## config.mk

```make
export PLATFORM = sky130hd
export DESIGN_NAME = region_table_allocator_unit
export DESIGN_NICKNAME = d
export VERILOG_FILES = /design/src/rtl/core/rtau_pkg.sv /design/src/rtl/core/region_table_allocator_unit.sv
export VERILOG_INCLUDE_DIRS = /design/src /design/src/rtl/core
export SDC_FILE = /design/constraint.sdc
export NUM_CORES = 2
export LEC_CHECK = 0
export BUFFER_PORTS_ARGS = -buffer_cell sky130_fd_sc_hd__buf_2
export CAP_MARGIN = 0
export CORE_MARGIN = 2
export CORE_UTILIZATION = 44
export CTS_BUF_LIST = sky130_fd_sc_hd__clkbuf_8
export CTS_CLUSTER_DIAMETER = 50
export CTS_CLUSTER_SIZE = 10
export DETAILED_ROUTE_END_ITERATION = 6
export PLACE_DENSITY_LB_ADDON = 0.08
export SYNTH_ARGS = -nofsm -noshare
export SYNTH_HDL_FRONTEND = slang
export SYNTH_SLANG_ARGS = --single-unit
```

## constraint.sdc

```tcl
create_clock -name clk -period 10.8 [get_ports clk]
set_clock_uncertainty 0.15 [all_clocks]
set_input_delay 1.08 -clock clk [delete_from_list [all_inputs] [get_ports clk]]
set_output_delay 1.08 -clock clk [all_outputs]
set_load 0.005 [all_outputs]
```

## src/rtl/core/region_table_allocator_unit_macros.svh

```systemverilog
// Assertion macros shared by the region table allocator RTL.
`ifndef REGION_TABLE_ALLOCATOR_UNIT_MACROS_SVH
`define REGION_TABLE_ALLOCATOR_UNIT_MACROS_SVH

// same-cycle implication, reset masked
`define RTAU_ASSERT_NOW(lbl, pre, post, msg) \
	lbl: assert property (@(posedge clk) disable iff (!arst_n) (pre) |-> (post)) else $error(msg);

// next-cycle implication, reset masked
`define RTAU_ASSERT_NEXT(lbl, pre, post, msg) \
	lbl: assert property (@(posedge clk) disable iff (!arst_n) (pre) |=> (post)) else $error(msg);

`endif

```

## src/rtl/core/rtau_pkg.sv

```systemverilog
// Opcode and status codes of the region table allocator.
package rtau_pkg;

	localparam logic [1:0] OP_ADD      = 2'd0;
	localparam logic [1:0] OP_ALLOC    = 2'd1;
	localparam logic [1:0] OP_ALLOC_AT = 2'd2;
	localparam logic [1:0] OP_RELEASE  = 2'd3;

	localparam logic [2:0] ST_OK       = 3'd0;
	localparam logic [2:0] ST_ZERO     = 3'd1;
	localparam logic [2:0] ST_NOFIT    = 3'd2;
	localparam logic [2:0] ST_NOTFOUND = 3'd3;
	localparam logic [2:0] ST_FULL     = 3'd4;

endpackage

```

## src/rtl/core/region_table_allocator_unit.sv

```systemverilog
// Region table allocator: first-fit allocate, allocate-at, add and release with merge.
// One transaction at a time. The table sits in a single-port-write, one-read RAM with
// registered read data, so each slot visited needs a read state before it is checked. Add
// checks the new region against the last entry and writes it; allocate and allocate-at scan
// slot by slot, move entries up on a split and then write up to 3 entries; release scans to
// the matching slot and then compacts the whole table, merging adjacent free entries.
// A new transaction is taken once the previous result sits in the output register.
`include "region_table_allocator_unit_macros.svh"

module region_table_allocator_unit
	import rtau_pkg::*;
#(
	parameter int REGION_SLOTS = 32,
	parameter int ADDRESS_BITS = 32
) (
	input  logic        clk,
	input  logic        arst_n,
	input  logic        s_tvalid,
	output logic        s_tready,
	input  logic [63:0] s_tdata,   // address[31:0], size[63:32]
	input  logic [1:0]  s_tuser,   // opcode[1:0]
	output logic        m_tvalid,
	input  logic        m_tready,
	output logic [31:0] m_tdata,   // base_out[31:0]
	output logic [2:0]  m_tuser    // status[2:0]
);

	localparam int AW = ADDRESS_BITS;
	localparam int IW = $clog2(REGION_SLOTS);
	localparam int TW = $clog2(REGION_SLOTS + 1);

	localparam logic [3:0] S_IDLE   = 4'd0;
	localparam logic [3:0] S_DISP   = 4'd1;
	localparam logic [3:0] S_ADDCHK = 4'd2;
	localparam logic [3:0] S_SCRD   = 4'd3;
	localparam logic [3:0] S_SCCHK  = 4'd4;
	localparam logic [3:0] S_SHRD   = 4'd5;
	localparam logic [3:0] S_SHWR   = 4'd6;
	localparam logic [3:0] S_WR     = 4'd7;
	localparam logic [3:0] S_CPRD   = 4'd8;
	localparam logic [3:0] S_CPCHK  = 4'd9;
	localparam logic [3:0] S_CPEND  = 4'd10;
	localparam logic [3:0] S_RESP   = 4'd11;

	typedef struct packed {
		logic          y;
		logic [AW-1:0] e;
		logic [AW-1:0] b;
	} entry_t;

	entry_t mem [REGION_SLOTS];
	entry_t mem_q;
	entry_t rdm;
	entry_t wdata;
	logic   we;
	logic [IW-1:0] waddr, raddr;

	logic [3:0]    state_q;
	logic [1:0]    op_q;
	logic [AW-1:0] a_q, s_q, t_q, base_q;
	logic          ovf_q;
	logic [2:0]    st_q;
	logic [TW-1:0] total_q, k_q, p_q, w_q, widx_q;
	logic [1:0]    inc_q, wcnt_q, wj_q;
	logic [IW-1:0] rel_q;
	entry_t        lst_q [3];
	entry_t        cur_q;
	logic          m_valid_q;
	logic [31:0]   m_data_q;
	logic [2:0]    m_user_q;

	logic [AW:0]   sum;
	logic [AW-1:0] a_in, s_in, len;
	logic          fit_at, lo_cut, hi_cut;
	logic [1:0]    need;
	logic [TW:0]   after_at;

	assign a_in   = AW'(s_tdata[31:0]);
	assign s_in   = AW'(s_tdata[63:32]);
	assign sum    = {1'b0, a_in} + {1'b0, s_in};
	assign len    = mem_q.e - mem_q.b;
	assign lo_cut = a_q > mem_q.b;
	assign hi_cut = t_q < mem_q.e;
	assign fit_at = !mem_q.y && (mem_q.b <= a_q) && (t_q <= mem_q.e);
	assign need   = {1'b0, lo_cut} + {1'b0, hi_cut};
	assign after_at = {1'b0, total_q} + (TW+1)'(need);

	assign s_tready = (state_q == S_IDLE);
	assign m_tvalid = m_valid_q;
	assign m_tdata  = m_data_q;
	assign m_tuser  = m_user_q;

	always_comb begin
		rdm = mem_q;
		if (k_q[IW-1:0] == rel_q) begin
			rdm.y = 1'b0;
		end
	end

	always_comb begin
		raddr = '0;
		we    = 1'b0;
		waddr = '0;
		wdata = mem_q;
		unique case (state_q)
			S_DISP:  raddr = IW'(total_q - TW'(1));
			S_SCRD,
			S_CPRD:  raddr = k_q[IW-1:0];
			S_SHRD:  raddr = IW'(k_q - TW'(1));
			S_SHWR: begin
				we    = 1'b1;
				waddr = IW'(k_q - TW'(1) + TW'(inc_q));
				wdata = mem_q;
			end
			S_WR: begin
				we    = 1'b1;
				waddr = IW'(widx_q + TW'(wj_q));
				wdata = lst_q[wj_q];
			end
			S_CPCHK: begin
				we    = (k_q != '0) &&
					!(!cur_q.y && !rdm.y && (cur_q.e == rdm.b));
				waddr = w_q[IW-1:0];
				wdata = cur_q;
			end
			S_CPEND: begin
				we    = 1'b1;
				waddr = w_q[IW-1:0];
				wdata = cur_q;
			end
			default: ;
		endcase
	end

	always_ff @(posedge clk) begin
		if (we) begin
			mem[waddr] <= wdata;
		end
		mem_q <= mem[raddr];
	end

	always_ff @(posedge clk or negedge arst_n) begin
		if (!arst_n) begin
			state_q   <= S_IDLE;
			total_q   <= '0;
			m_valid_q <= 1'b0;
		end else begin
			if (m_valid_q && m_tready) begin
				m_valid_q <= 1'b0;
			end
			unique case (state_q)
				S_IDLE: begin
					if (s_tvalid) begin
						op_q    <= s_tuser;
						a_q     <= a_in;
						s_q     <= s_in;
						t_q     <= sum[AW-1:0];
						ovf_q   <= sum[AW];
						base_q  <= a_in;
						k_q     <= '0;
						w_q     <= '0;
						state_q <= S_DISP;
					end
				end
				S_DISP: begin
					priority if (op_q != OP_RELEASE && s_q == '0) begin
						st_q <= ST_ZERO;
						state_q <= S_RESP;
					end else if (op_q == OP_ADD) begin
						priority if (total_q == TW'(REGION_SLOTS) || ovf_q) begin
							st_q <= ST_FULL;
							state_q <= S_RESP;
						end else if (total_q == '0) begin
							lst_q[0] <= '{y: 1'b0, e: t_q, b: a_q};
							wcnt_q <= 2'd1;
							wj_q   <= '0;
							inc_q  <= 2'd1;
							widx_q <= total_q;
							state_q <= S_WR;
						end else begin
							state_q <= S_ADDCHK;
						end
					end else if (op_q == OP_ALLOC_AT && ovf_q) begin
						st_q <= ST_NOFIT;
						state_q <= S_RESP;
					end else begin
						state_q <= S_SCRD;
					end
				end
				S_ADDCHK: begin
					if (a_q < mem_q.e) begin
						st_q <= ST_FULL;
						state_q <= S_RESP;
					end else begin
						lst_q[0] <= '{y: 1'b0, e: t_q, b: a_q};
						wcnt_q <= 2'd1;
						wj_q   <= '0;
						inc_q  <= 2'd1;
						widx_q <= total_q;
						state_q <= S_WR;
					end
				end
				S_SCRD: begin
					if (k_q == total_q) begin
						st_q <= (op_q == OP_RELEASE) ? ST_NOTFOUND : ST_NOFIT;
						state_q <= S_RESP;
					end else begin
						state_q <= S_SCCHK;
					end
				end
				S_SCCHK: begin
					state_q <= S_SCRD;
					k_q     <= k_q + TW'(1);
					unique case (op_q)
						OP_ALLOC: begin
							if (!mem_q.y && len >= s_q) begin
								if (len == s_q) begin
									lst_q[0] <= '{y: 1'b1, e: mem_q.e, b: mem_q.b};
									wcnt_q <= 2'd1;
									inc_q  <= 2'd0;
									wj_q   <= '0;
									widx_q <= k_q;
									base_q <= mem_q.b;
									state_q <= S_SHRD;
								end else if (total_q != TW'(REGION_SLOTS)) begin
									lst_q[0] <= '{y: 1'b1, e: mem_q.b + s_q, b: mem_q.b};
									lst_q[1] <= '{y: 1'b0, e: mem_q.e, b: mem_q.b + s_q};
									wcnt_q <= 2'd2;
									inc_q  <= 2'd1;
									wj_q   <= '0;
									widx_q <= k_q;
									p_q    <= k_q + TW'(1);
									k_q    <= total_q;
									base_q <= mem_q.b;
									state_q <= S_SHRD;
								end
							end
						end
						OP_ALLOC_AT: begin
							if (fit_at) begin
								if (after_at > (TW+1)'(REGION_SLOTS)) begin
									st_q <= ST_FULL;
									state_q <= S_RESP;
								end else begin
									unique case ({lo_cut, hi_cut})
										2'b00: begin
											lst_q[0] <= '{y: 1'b1, e: t_q, b: a_q};
										end
										2'b01: begin
											lst_q[0] <= '{y: 1'b1, e: t_q, b: a_q};
											lst_q[1] <= '{y: 1'b0, e: mem_q.e, b: t_q};
										end
										2'b10: begin
											lst_q[0] <= '{y: 1'b0, e: a_q, b: mem_q.b};
											lst_q[1] <= '{y: 1'b1, e: t_q, b: a_q};
										end
										default: begin
											lst_q[0] <= '{y: 1'b0, e: a_q, b: mem_q.b};
											lst_q[1] <= '{y: 1'b1, e: t_q, b: a_q};
											lst_q[2] <= '{y: 1'b0, e: mem_q.e, b: t_q};
										end
									endcase
									wcnt_q <= need + 2'd1;
									inc_q  <= need;
									wj_q   <= '0;
									widx_q <= k_q;
									p_q    <= k_q + TW'(1);
									k_q    <= total_q;
									state_q <= S_SHRD;
								end
							end
						end
						default: begin
							if (mem_q.b == a_q) begin
								if (mem_q.y) begin
									rel_q <= k_q[IW-1:0];
									k_q   <= '0;
									state_q <= S_CPRD;
								end else begin
									st_q <= ST_NOTFOUND;
									state_q <= S_RESP;
								end
							end
						end
					endcase
				end
				S_SHRD: begin
					state_q <= (inc_q == '0 || k_q <= p_q) ? S_WR : S_SHWR;
				end
				S_SHWR: begin
					k_q     <= k_q - TW'(1);
					state_q <= S_SHRD;
				end
				S_WR: begin
					wj_q <= wj_q + 2'd1;
					if (wj_q == wcnt_q - 2'd1) begin
						total_q <= total_q + TW'(inc_q);
						st_q    <= ST_OK;
						state_q <= S_RESP;
					end
				end
				S_CPRD: begin
					state_q <= (k_q == total_q) ? S_CPEND : S_CPCHK;
				end
				S_CPCHK: begin
					k_q     <= k_q + TW'(1);
					state_q <= S_CPRD;
					if (k_q == '0) begin
						cur_q <= rdm;
					end else if (!cur_q.y && !rdm.y && (cur_q.e == rdm.b)) begin
						cur_q.e <= rdm.e;
					end else begin
						w_q   <= w_q + TW'(1);
						cur_q <= rdm;
					end
				end
				S_CPEND: begin
					total_q <= w_q + TW'(1);
					st_q    <= ST_OK;
					state_q <= S_RESP;
				end
				S_RESP: begin
					if (!m_valid_q || m_tready) begin
						m_valid_q <= 1'b1;
						m_user_q  <= st_q;
						m_data_q  <= (st_q == ST_OK) ? 32'(base_q) : 32'd0;
						state_q   <= S_IDLE;
					end
				end
				default: state_q <= S_IDLE;
			endcase
		end
	end

	`RTAU_ASSERT_NOW(a_total_bound, 1'b1, total_q <= TW'(REGION_SLOTS), "region count overflow")
	`RTAU_ASSERT_NEXT(a_accept_busy, s_tvalid && s_tready, state_q == S_DISP, "accept not dispatched")
	`RTAU_ASSERT_NOW(a_fail_zero, m_tvalid && m_tuser != ST_OK, m_tdata == 32'd0, "nonzero base on error")
	`RTAU_ASSERT_NOW(a_shift_range, state_q == S_SHWR, k_q > p_q, "shift below insert point")

endmodule

```

==> results.json <==
{
  "cp_slowest_cell": "nor3_1",
  "yosys_register_bits": 2620,
  "drc": 0,
  "r2r_cells": 22,
  "max_stage_delay_ns": 1.01,
  "final.setup.tns_ns": 0,
  "synthMuxAreaShare_pct": 1.20,
  "synthArstFlopShare_pct": 0.420,
  "num_rows": 186,
  "post-route-util_pct": 49.0,
  "synthesis.area_per_instance_um2": 12.4,
  "viasPerCell": 6.00,
  "max_freq_mhz": 119,
  "rr_endpoint": "lst_q[1][62]",
  "via_count": 77257,
  "port-buffer-count": 106,
  "antenna_found_initial": 29,
  "netlist-cell-type-count": 86,
  "cp_num_buf_inv": 6,
  "initial_core_util_pct": 44.2,
  "grt_usage_pct": 28.2,
  "r2r_start": "a_q[28]",
  "netlist_area_um2": 113000,
  "fin_cells": 12880,
  "finalSetupViolCount": 0,
  "p_per_area_nw_per_um2": 313,
  "fin_crit_ns": 8.42,
  "cts_tree": "done",
  "startpoint": "a_q[28]",
  "fin_nets": 9610,
  "path_clk_slew_ns": 0.07,
  "finalHoldViolations": 0,
  "worstHoldPathType": "in2reg",
  "arrival_ns": 8.85,
  "dpl.cell_count": 12317,
  "synthTopCellsByArea": "edfxtp_1 67%, nand2_1 7.7%, nand3_1 3.5%, a311oi_1 3.0%, ha_1 2.7%",
  "initialDrtViolationCount": 9332,
  "place.gp.congestion": 0.942,
  "tightest_slew_ns": 1.42,
  "wl_per_cell_um": 29.3,
  "cp-start-kind": "flop",
  "grt_pass1_vias": 72848,
  "hold_path_depth": 1,
  "cts.path.max_buffers": 4,
  "holdPathEnd": "s_q[31]",
  "grt.overflow.total": 0,
  "areaGrowthSynthToFinish_pct": 10.8,
  "syn_inst": 9159,
  "run_status": "completed",
  "final_common_cell": "edfxtp_1",
  "period_share_pct": 78.0,
  "grt_pass1_wl_mm": 538,
  "synth_top_area_share_pct": 67.3,
  "fillers": 22613,
  "drtAntennaViolNets": 0,
  "final_cell_mix": "2542 x edfxtp_1, 2315 x nand2_1, 782 x nand3_1",
  "vdd_drop_max_mv": 0.272,
  "synth_edf_count": 2542,
  "ys_warn_count": 0,
  "cp_cell_sequence": "inv_1, ha_1, nand4_1, nor3_1, o211ai_1, o211ai_1, a31oi_4, buf_4, xnor2_1, inv_1, ha_1, inv_1, fa_1, or4b_1, o22ai_2, o211ai_2, a2111oi_2, and2_1, nand2_2, buf_4, o21ai_4, buf_4",
  "synthAdderAreaFrac_pct": 2.81,
  "reg2reg_slack_ns": 2.38,
  "io_pins": 107,
  "rsz0062_at_grt": "no",
  "end_kind": "flop",
  "slew_viol_final": 0,
  "insertion_delay_ns": 1.02,
  "synth_ff_type": "edfxtp_1",
  "cts_buffers": 353,
  "drtPass1Iterations": 6,
  "die_h_um": 512,
  "numClockSinks": 2620,
  "slew_headroom_pct": 5.23,
  "grt_max_degree": 169,
  "layout-drive-gt1-share_pct": 10.5,
  "fp.dieW_um": 512,
  "place_hpwl_mm": 220,
  "coreArea_um2": 257000,
  "critPathTopFamily": "simple AND/OR/NAND/NOR gates",
  "synth_top_area_cell": "edfxtp_1",
  "cp_max_fo": 53,
  "cp_data_required_time_ns": 11.22,
  "yosys.area_share.simple_pct": 14.8,
  "post_cts_buffers": 0,
  "synth_compound_area_share_pct": 8.71,
  "crit_type": "reg2reg",
  "syn_nets": 9480,
  "totalWireLength_mm": 378,
  "synth_seq_area_share_pct": 68.7,
  "h-tree-depth": 5,
  "synth-xor-area-share_pct": 1.17,
  "die_area_um2": 262000,
  "hp-start": "s_tdata[63]",
  "root_buffer": "clkbuf_8",
  "cap_violations": 0,
  "leakagePower_nw": 44.4,
  "synth_top_family_by_area": "simple AND/OR/NAND/NOR gates"
}
==> logic make-up after synthesis <==
kind of cell	after synthesis
compound gates	1372
fa+ha+maj	251
flops	2620
xor+xnor	151
mux	135
buf+inv	755
simple gates	3875
==> synth_stat cells, types with 64 or more instances <==
master	n
edfxtp_1	2542
nand2_1	2319
nand3_1	784
clkbuf_1	468
a311oi_1	395
and3_1	277
nor2_1	256
ha_1	244
o21ai_0	243
a21oi_1	230
inv_1	184
mux2i_1	126
xnor2_1	101
a22oi_1	76
o31ai_1	71
dfxtp_1	67
o311ai_0	64
==> where the power goes <==
part           switching [mW]  total (mW)  internal, mW  leakage (nW)
Sequential              0.601        14.5          13.9          23.6
Clock                    3.86        7.64          3.78          3.58
Combinational            12.5        17.2          4.70          17.2
==> layout make-up <==
type,count,area (µm²),share of cell area [%]
Timing Repair Buffer,345,2600,2.07
Clock buffer,371,5110,4.06
Multi-Input combinational cell,5784,33500,26.6
Tap cell,3384,4230,3.37
Sequential cell,2620,78000,62.0
Clock inverter,177,1570,1.25
Inverter,185,697,0.555
Antenna cell,14,35.0,0.0279
==> through the flow <==
stage          instance area, µm²  total power [mW]  hold WS [ns]  setup slack [ns]
6_report                   126000              39.3         0.151              2.38
5_1_grt                    126000              41.2        0.0917              2.15
4_1_cts                    126000              39.3        0.0690              2.46
3_5_place_dp               119000              31.6         0.310              2.52
3_3_place_gp               119000              31.5         0.308              2.69
2_1_floorplan              113000              24.4         0.277             0.317
==> how the worst max path moves through the flow <==
| stage | endpoint | slack, ns | depth (start not counted) |
|---|---|---|---|
| 3_5_place_dp | lst_q[1][26] | 2.52 | 22 |
| 2_1_floorplan | lst_q[1][0] | 0.32 | 19 |
| 6_report | lst_q[1][62] | 2.38 | 22 |
| 5_1_grt | lst_q[1][62] | 2.15 | 22 |
| 4_1_cts | lst_q[1][54] | 2.46 | 22 |
| 3_3_place_gp | lst_q[1][26] | 2.69 | 22 |
==> sequential cells by signal, indices dropped and copies added, names as in the netlist, 32 cells and up, named ones only <==
name	flops
lst_q	194
base_q	32
a_q	32
mem_q	65
t_q	32
cur_q	65
mem	2080
s_q	32
m_tdata	32
==> worst reg2reg max path, stage by stage (launching register included) <==
cell	delay (ns)
edfxtp_1	0.45
inv_1	0.11
ha_1	0.29
nand4_1	0.20
nor3_1	1.01
o211ai_1	0.23
o211ai_1	0.53
a31oi_4	0.08
buf_4	0.28
xnor2_1	0.18
inv_1	0.09
ha_1	0.16
inv_1	0.06
fa_1	0.49
or4b_1	0.47
o22ai_2	0.20
o211ai_2	0.14
a2111oi_2	0.57
and2_1	0.40
nand2_2	0.22
buf_4	0.36
o21ai_4	0.50
buf_4	0.75
==> layer usage <==
layer  global-route usage (%)  routed length, µm  up-vias
li1                         -                  -    34229
met1                     40.7             164000    39238
met4                     8.95              12400        8
met3                     3.78              27900      580
met5                        0                 51        -
met2                     44.1             174000     3202
==> repair_timing <==
| action | CTS | global route |
|---|---|---|
| hold buffers | 1 | 0 |
| resized for setup | 0 | 0 |
| hold endpoints to repair | 11 | 0 |
(Power assumes the default switching activity.)
